--- src/hw/rtl/cfe_pkg.sv ---
// Shared types and constants of the Cholesky factorisation engine.
package cfe_pkg;

	localparam int DATA_W   = 32;
	localparam int IDX_W    = 3;
	localparam int SIZE_W   = 4;
	localparam int OUT_TD_W = 40;
	localparam logic [SIZE_W-1:0] SIZE_RESET = 4'd8;

	// write data source of the matrix store
	typedef enum logic [1:0] {
		WSRC_IN   = 2'd0,
		WSRC_DIV  = 2'd1,
		WSRC_SQRT = 2'd2,
		WSRC_ZERO = 2'd3
	} wsrc_t;

	typedef struct packed {
		logic             wr_en;
		wsrc_t            wr_src;
		logic [IDX_W-1:0] wr_row;
		logic [IDX_W-1:0] wr_col;
		logic             rd_en;
		logic [IDX_W-1:0] ra_row;
		logic [IDX_W-1:0] ra_col;
		logic [IDX_W-1:0] rb_row;
		logic [IDX_W-1:0] rb_col;
		logic             acc_load;
		logic             mul_en;
		logic             acc_sub;
		logic             div_start;
		logic             sqrt_start;
		logic             out_load;
		logic             out_last;
		logic             out_fail;
	} cfe_cmd_t;

	typedef struct packed {
		logic acc_nonpos;
		logic div_done;
		logic sqrt_done;
		logic out_free;
	} cfe_stat_t;

endpackage

--- src/hw/rtl/cfe_ctrl.sv ---
// Controller: load counters, factorisation sequencer and emit sequencer.
module cfe_ctrl import cfe_pkg::*; #(
	parameter int MAX_N = 8
) (
	input  logic              clk,
	input  logic              arst_n,
	input  logic              in_valid,
	output logic              in_ready,
	input  logic              cfg_valid,
	output logic              cfg_ready,
	input  logic [SIZE_W-1:0] cfg_data,
	output cfe_cmd_t          cmd,
	input  cfe_stat_t         stat
);

	typedef enum logic [12:0] {
		S_LOAD   = 13'b0000000000001,
		S_AINIT  = 13'b0000000000010,
		S_ALOAD  = 13'b0000000000100,
		S_KRD    = 13'b0000000001000,
		S_KMUL   = 13'b0000000010000,
		S_KSUB   = 13'b0000000100000,
		S_FIN    = 13'b0000001000000,
		S_DSTART = 13'b0000010000000,
		S_DWAIT  = 13'b0000100000000,
		S_SQWAIT = 13'b0001000000000,
		S_ZERO   = 13'b0010000000000,
		S_NEXT   = 13'b0100000000000,
		S_EMIT   = 13'b1000000000000
	} state_t;

	// S_EMIT covers the read and output cycles with a phase bit
	state_t            state_q;
	logic              eph_q;
	logic [SIZE_W-1:0] size_q;
	logic [IDX_W-1:0]  row_q, col_q, i_q, j_q, k_q, n_last;
	logic              fail_q, in_acc, last_in, elem_last;

	always_comb begin
		if (size_q == '0)
			n_last = '0;
		else if (size_q > SIZE_W'(MAX_N))
			n_last = IDX_W'(MAX_N - 1);
		else
			n_last = IDX_W'(size_q - 4'd1);
	end

	// a size write takes precedence over a word offered in the same cycle
	assign in_ready  = (state_q == S_LOAD) && !cfg_valid;
	assign cfg_ready = (state_q == S_LOAD);
	assign in_acc    = in_valid && in_ready;
	assign last_in   = (row_q == n_last) && (col_q == n_last);
	assign elem_last = (i_q == n_last) && (j_q == i_q);

	always_comb begin
		cmd          = '0;
		cmd.wr_src   = WSRC_ZERO;
		cmd.wr_row   = i_q;
		cmd.wr_col   = j_q;
		cmd.ra_row   = i_q;
		cmd.ra_col   = j_q;
		cmd.rb_row   = j_q;
		cmd.rb_col   = j_q;
		cmd.out_fail = fail_q;
		cmd.out_last = elem_last;
		unique case (state_q)
			S_LOAD: begin
				cmd.wr_src = WSRC_IN;
				cmd.wr_row = row_q;
				cmd.wr_col = col_q;
				cmd.wr_en  = in_acc && (col_q <= row_q);
			end
			S_AINIT:  cmd.rd_en = 1'b1;
			S_ALOAD:  cmd.acc_load = 1'b1;
			S_KRD: begin
				cmd.rd_en  = 1'b1;
				cmd.ra_col = k_q;
				cmd.rb_col = k_q;
			end
			S_KMUL:   cmd.mul_en = 1'b1;
			S_KSUB:   cmd.acc_sub = 1'b1;
			S_FIN: begin
				if (i_q != j_q)
					cmd.rd_en = 1'b1;
				else if (!stat.acc_nonpos)
					cmd.sqrt_start = 1'b1;
				else
					cmd.wr_en = 1'b1;
			end
			S_DSTART: cmd.div_start = 1'b1;
			S_DWAIT: begin
				cmd.wr_src = WSRC_DIV;
				cmd.wr_en  = stat.div_done;
			end
			S_SQWAIT: begin
				cmd.wr_src = WSRC_SQRT;
				cmd.wr_en  = stat.sqrt_done;
			end
			S_ZERO:   cmd.wr_en = 1'b1;
			S_NEXT:   cmd.rd_en = 1'b0;
			S_EMIT: begin
				cmd.rd_en    = !eph_q;
				cmd.out_load = eph_q && stat.out_free;
			end
			default:  cmd.rd_en = 1'b0;
		endcase
	end

	always_ff @(posedge clk or negedge arst_n) begin
		if (!arst_n) begin
			state_q <= S_LOAD;
			eph_q   <= 1'b0;
			size_q  <= SIZE_RESET;
			row_q   <= '0;
			col_q   <= '0;
			i_q     <= '0;
			j_q     <= '0;
			k_q     <= '0;
			fail_q  <= 1'b0;
		end else begin
			if (cfg_valid && cfg_ready) begin
				size_q <= cfg_data;
				row_q  <= '0;
				col_q  <= '0;
			end
			unique case (state_q)
				S_LOAD: begin
					if (in_acc) begin
						if (last_in) begin
							row_q   <= '0;
							col_q   <= '0;
							i_q     <= '0;
							j_q     <= '0;
							fail_q  <= 1'b0;
							state_q <= S_AINIT;
						end else if (col_q == n_last) begin
							col_q <= '0;
							row_q <= row_q + 3'd1;
						end else begin
							col_q <= col_q + 3'd1;
						end
					end
				end
				S_AINIT:  state_q <= S_ALOAD;
				S_ALOAD: begin
					k_q     <= '0;
					state_q <= (j_q == '0) ? S_FIN : S_KRD;
				end
				S_KRD:    state_q <= S_KMUL;
				S_KMUL:   state_q <= S_KSUB;
				S_KSUB: begin
					k_q     <= k_q + 3'd1;
					state_q <= (k_q + 3'd1 == j_q) ? S_FIN : S_KRD;
				end
				S_FIN: begin
					if (i_q != j_q) begin
						state_q <= S_DSTART;
					end else if (!stat.acc_nonpos) begin
						state_q <= S_SQWAIT;
					end else begin
						fail_q  <= 1'b1;
						state_q <= S_NEXT;
					end
				end
				S_DSTART: state_q <= S_DWAIT;
				S_DWAIT:  if (stat.div_done) state_q <= S_NEXT;
				S_SQWAIT: if (stat.sqrt_done) state_q <= S_NEXT;
				S_ZERO:   state_q <= S_NEXT;
				S_NEXT: begin
					if (elem_last) begin
						i_q     <= '0;
						j_q     <= '0;
						eph_q   <= 1'b0;
						state_q <= S_EMIT;
					end else begin
						if (j_q == i_q) begin
							i_q <= i_q + 3'd1;
							j_q <= '0;
						end else begin
							j_q <= j_q + 3'd1;
						end
						state_q <= fail_q ? S_ZERO : S_AINIT;
					end
				end
				S_EMIT: begin
					if (!eph_q) begin
						eph_q <= 1'b1;
					end else if (stat.out_free) begin
						eph_q <= 1'b0;
						if (elem_last) begin
							state_q <= S_LOAD;
						end else if (j_q == i_q) begin
							i_q <= i_q + 3'd1;
							j_q <= '0;
						end else begin
							j_q <= j_q + 3'd1;
						end
					end
				end
				default:  state_q <= S_LOAD;
			endcase
		end
	end

endmodule

--- config.mk ---
export PLATFORM = sky130hd
export DESIGN_NAME = cfe_ctrl
export DESIGN_NICKNAME = d
export VERILOG_FILES = /design/src/hw/rtl/cfe_pkg.sv /design/src/hw/rtl/cfe_ctrl.sv
export SDC_FILE = /design/constraint.sdc
export NUM_CORES = 1
export LEC_CHECK = 0
export ABC_CLOCK_PERIOD_IN_PS = 2900
export BUFFER_PORTS_ARGS = -buffer_cell sky130_fd_sc_hd__buf_4
export CAP_MARGIN = 20
export CELL_PAD_IN_SITES_DETAIL_PLACEMENT = 1
export CELL_PAD_IN_SITES_GLOBAL_PLACEMENT = 2
export CORE_ASPECT_RATIO = 0.7
export CORE_MARGIN = 1.5
export CORE_UTILIZATION = 34
export CTS_CLUSTER_SIZE = 24
export DETAILED_ROUTE_END_ITERATION = 10
export HOLD_SLACK_MARGIN = 0.05
export PLACE_DENSITY = 0.89
export SLEW_MARGIN = 20
export SYNTH_ARGS = -nofsm -noshare
export SYNTH_HDL_FRONTEND = slang
export SYNTH_SLANG_ARGS = --single-unit
--- constraint.sdc ---
create_clock -name clk -period 2.9 [get_ports clk]
set_input_delay 0.29 -clock clk [delete_from_list [all_inputs] [get_ports clk]]
set_output_delay 0.29 -clock clk [all_outputs]
set_load 0.05 [all_outputs]
=== Word level (Yosys, flattened, before mapping) ===
Cells that the tools add are included.

* Order comparisons: 2
* Multiplexer cells: 66
* Eq/ne operators: 30
* Shift operators: 0
* $mul: 0
* $add $sub $neg: 6
* Bitwise operators: 0
* Reduce and logical (&&, ||, !) cells: 20
* Div/mod/pow operators: 0

{| class="wikitable"
|+ Operators with widths
! kind !! count
|-
| $pmux W13 S13 || 1
|-
| $mux W13 || 8
|-
| $mux W3 || 25
|-
| $mux W12 || 2
|-
| $mux W1 || 18
|-
| $ne A2 B2 Y1 const B || 9
|-
| $pmux W3 S3 || 2
|-
| $add A3 B1 Y3 const B || 5
|-
| $eq A3 B3 Y1 || 5
|-
| $mux W7 || 2
|-
| $eq A13 B1 Y1 const B || 1
|-
| $eq A13 B10 Y1 const B || 1
|-
| $eq A13 B11 Y1 const B || 1
|-
| $eq A13 B12 Y1 const B || 1
|-
| $eq A13 B13 Y1 const B || 1
|-
| $eq A13 B2 Y1 const B || 1
|-
| $eq A13 B3 Y1 const B || 1
|-
| $eq A13 B4 Y1 const B || 1
|-
| $eq A13 B5 Y1 const B || 1
|-
| $eq A13 B6 Y1 const B || 1
|-
| $eq A13 B7 Y1 const B || 1
|-
| $eq A13 B8 Y1 const B || 1
|-
| $eq A13 B9 Y1 const B || 1
|-
| $mux W11 || 1
|-
| other kinds (22) || 33
|}

* Bits in read-only memories: 0
* Bits in latches: 0
* Flip-flop bits (word level): 34
* Input bits: 12
* Output and inout port bits: 32
* Word-level logic and storage cells: 133
* Memories: 0
* RAM bits: 0

=== Depth between registers and ports, before layout ===
* Depth in word-level cells: 9
* Gate-level depth with buffers: 10
* Mapped depth without buffers: 9

=== Worst setup path after synthesis ===
OpenSTA, ideal clock, no wires.

* Path type: reg-to-output
* From: register state_q[5]
* To: output port cmd[21] (netlist bit)
* Setup slack: -0.185 ns
* Arrival time: 2.795 ns
* Cell stages (with the launch flop): 7
* Data required time: 2.610 ns
* Cell sequence: dfrtp_1 -> nor4_1 -> nand2_1 -> or4_4 -> clkinv_2 -> clkbuf_1 -> o21ai_0

{| class="wikitable"
|+ RTL lines
! item !! line !! source
|-
| from (decl) || cfe_ctrl.sv:33 || <nowiki>state_t state_q;</nowiki>
|-
| from (signal assigned) || cfe_ctrl.sv:147 || <nowiki>state_q <= (j_q == '0) ? S_FIN : S_KRD;</nowiki>
|-
| from (signal assigned) || cfe_ctrl.sv:153 || <nowiki>state_q <= (k_q + 3'd1 == j_q) ? S_FIN : S_KRD;</nowiki>
|-
| from (signal assigned) || cfe_ctrl.sv:182 || <nowiki>state_q <= fail_q ? S_ZERO : S_AINIT;</nowiki>
|-
| to (decl) || cfe_ctrl.sv:12 || <nowiki>output cfe_cmd_t cmd,</nowiki>
|}

==> impl_results.md <==
* Status: complete, no violations
* Fin crit period at 2.764 ns
* Layout cells sized above 1 at 29.23%
* Synth Net Count at 322
* Layout Utilization at 43.60%
* Ys async rst share at 100.0%
* Synth-to-layout area growth at 23.05%
* WS Path Type: reg -> out
* Placed instance count at 438
* TritonCTS Buffers at 5
* Placement Setup Slack at 0.06734 ns
* Endpoint type of the worst setup path: output pin
* Most common cell in the netlist: dfrtp_1
* ANT nets after route at 0
* Final WL at 7661 um
* Fin nets at 370
* Max VDD drop at 299.6 uV
* Worst-path fanout max at 11
* Power per Cell Area at 872.6 nW/um^2
* Post-Synthesis Cells at 300
* Cell taking the most area after synthesis: dfrtp_1
* TritonRoute pass-1 iters at 4
* Final hold vios at 0
* Hold Path Class: in -> reg
* Yosys top cell area share at 30.74%
* Highest Clock Rate at 361.8 MHz
* Port Buffer Count at 43
* Drt drc at 0
* CTS tree: yes
* Post-synthesis register bit count at 34
* Overall power at 0.002797 W
* Worst-path cell chain: nor4_4 -> nand2_1 -> or4_4 -> inv_4 -> nand2_2 -> o221ai_1 -> buf_4
* Iter 0 DRT Violations at 139
* Avg Inst Size Synth at 8.683 um^2
* Total gr overflow at 0
* Die footprint at 8204 um^2
* Ys Warns at 0
* Worst-Margin Slew at 0.5810 ns
* # H-tree levels at 2
* CP Launch Type: flop
* FP Rows at 26
* Placer congestion estimate at 0.8624
* Max Slew Vio Count at 0
* Worst Path Arrival at 2.47 ns
* Vias in the first global route at 2415
* # IOs at 44
* First-pass GRT wire length at 12820 um
* CP max-delay cell: or4_4
* Peak per-stage delay on the critical path at 0.52 ns
* Via count at 2442
* # clock sinks at 34
* Final Instance Count excl. Fillers at 447
* Setup crit start: state_q[9]
* Max cap viols at 0
* WL/cell at 17.14 um
* Hpwl dp at 5846 um
* Leakage power at 1.516 nW
* CTS Buffer Depth at 2
* Yosys cell types at 71
* Area of the mapped netlist at 2605 um^2
* Width of the die at 107.6 um
* Buffers and inverters on the worst path at 2
* FF-to-FF Start: size_q[0]
* Via/cell ratio at 5.463
* Fin crit share at 95.31%
* Placeable Area at 7352 um^2
* Clock skew at 0.004737 ns
* GRT Total Usage at 19.84%
* Slew headroom at 60.97%
* Antenna diodes at 0
* Root buffer cell: clkbuf_8
* Die Ht at 76.24 um
* Initial antenna violation count at 0
* Top delay family on crit path: simple AND/OR/NAND/NOR gates
* Worst-path clk slew at 0.08 ns
* Largest net degree at the start of global routing at 35
* WP data required at 2.61 ns
* Hold path start: stat[2]
* Seq/Total Area, Yosys at 32.76%
* EDFF count, synth at 0
* Top cells by count, synth: dfrtp_1, nand2_1, nor2_1
* Leading post-synthesis cells by cell area: dfrtp_1, ha_1, nand2_1, o21ai_0, nor2_1
* Initial Util at 35.43%
* Ys flop type: dfrtp_1
* # setup viols final at 0
* Final WS setup at 0.1359 ns
* Clock Latency Late Sink at 0.30 ns
==> area by class of cell <==
cell class,count,area (um^2)
flip-flops and latches,34,853.3
fillers,903,4146
multi-input cells,232,1628
well taps,98,122.6
clock buffers,5,68.82
repair buffers,55,415.4
clock inverters,3,40.04
inverters,20,77.57
==> path summary, 6_finish.rpt <==
kind                         endpoint  slack [ns]  depth (start not counted)
max in group asynchronous  state_q[0]        2.05                          2
setup reg to reg               j_q[1]        0.28                          9
hold reg to reg             size_q[1]        0.53                          1
hold / removal             state_q[8]        0.21                          2
min in group asynchronous   size_q[1]        0.50                          2
setup / recovery              cmd[29]        0.14                          7
==> worst reg2reg max path, stage by stage, from the launching register on <==
cell and delay (ns):
dfrtp_1 0.43, inv_2 0.14, ha_4 0.24, nand2b_4 0.09, maj3_2 0.34, xnor2_1 0.18
nand3_1 0.16, o31ai_4 0.52, nand2_4 0.11, mux2_4 0.31
==> per-layer routing <==
layer | track usage, % | up-vias | routed length, um | share of wire, %
met2 | 27.20 | 40 | 3156 | 41
li1 | - | 1181 | - | -
met3 | 3.336 | 9 | 332 | 4.3
met1 | 31.84 | 1212 | 4091 | 53
met4 | 4.342 | 0 | 80 | 1.0
met5 | 0 | - | 0 | 0
==> cells in the final DEF (no fill, tap or decap), types with 5 or more instances in the layout <==
master,instances
nor2_1,26
nand2b_1,6
a21oi_1,10
inv_1,17
mux2_2,8
nor2b_1,5
clkbuf_8,5
dfrtp_1,32
buf_4,54
ha_1,9
o21ai_0,18
xor2_1,6
nand2_1,29
xnor2_1,7
nand3_1,7
==> report_power, final <==
part           internal [W]  switching (W)
sequential         0.000556       0.000129
clock              0.000253       0.000199
combinational      0.000625        0.00103
==> per-stage QoR <==
stage / instance area, um^2 / setup TNS, ns / hold WS [ns]
detailed placement: 3053 / 0 / 0.2857
finish: 3206 / 0 / 0.2133
global route: 3206 / -0.002540 / 0.2127
floorplan: 2611 / -0.1367 / -0.005591
CTS: 3174 / 0 / 0.2086
global placement: 3053 / 0 / 0.2793
==> cells by family (layout without fill, tap and decap cells) <==
family | count (synthesis) | in the layout | synth area share [%]
compound gates | 76 | 76 | 20.61
mux | 10 | 10 | 4.611
buf+inv | 34 | 83 | 6.195
xor+xnor | 13 | 13 | 4.371
flops | 34 | 34 | 32.76
fa+ha+maj | 12 | 12 | 5.620
simple gates | 121 | 121 | 25.84
==> state kept, by name, indices dropped and copies added (netlist names) <==
name and flops:
k_q 3, row_q 3, j_q 3, i_q 3, fail_q 1, eph_q 1
state_q 13, size_q 4, col_q 3
==> repair_timing <==
item                                    in CTS  in global routing
endpoints found under the setup margin       1                  9
hold buffers                                 1                  0
hold endpoints to repair                    32                  0
resized for setup                            1                  5
gates cloned                                 0                  0
buffers inserted                             0                  0
(Power assumes the default switching activity.)
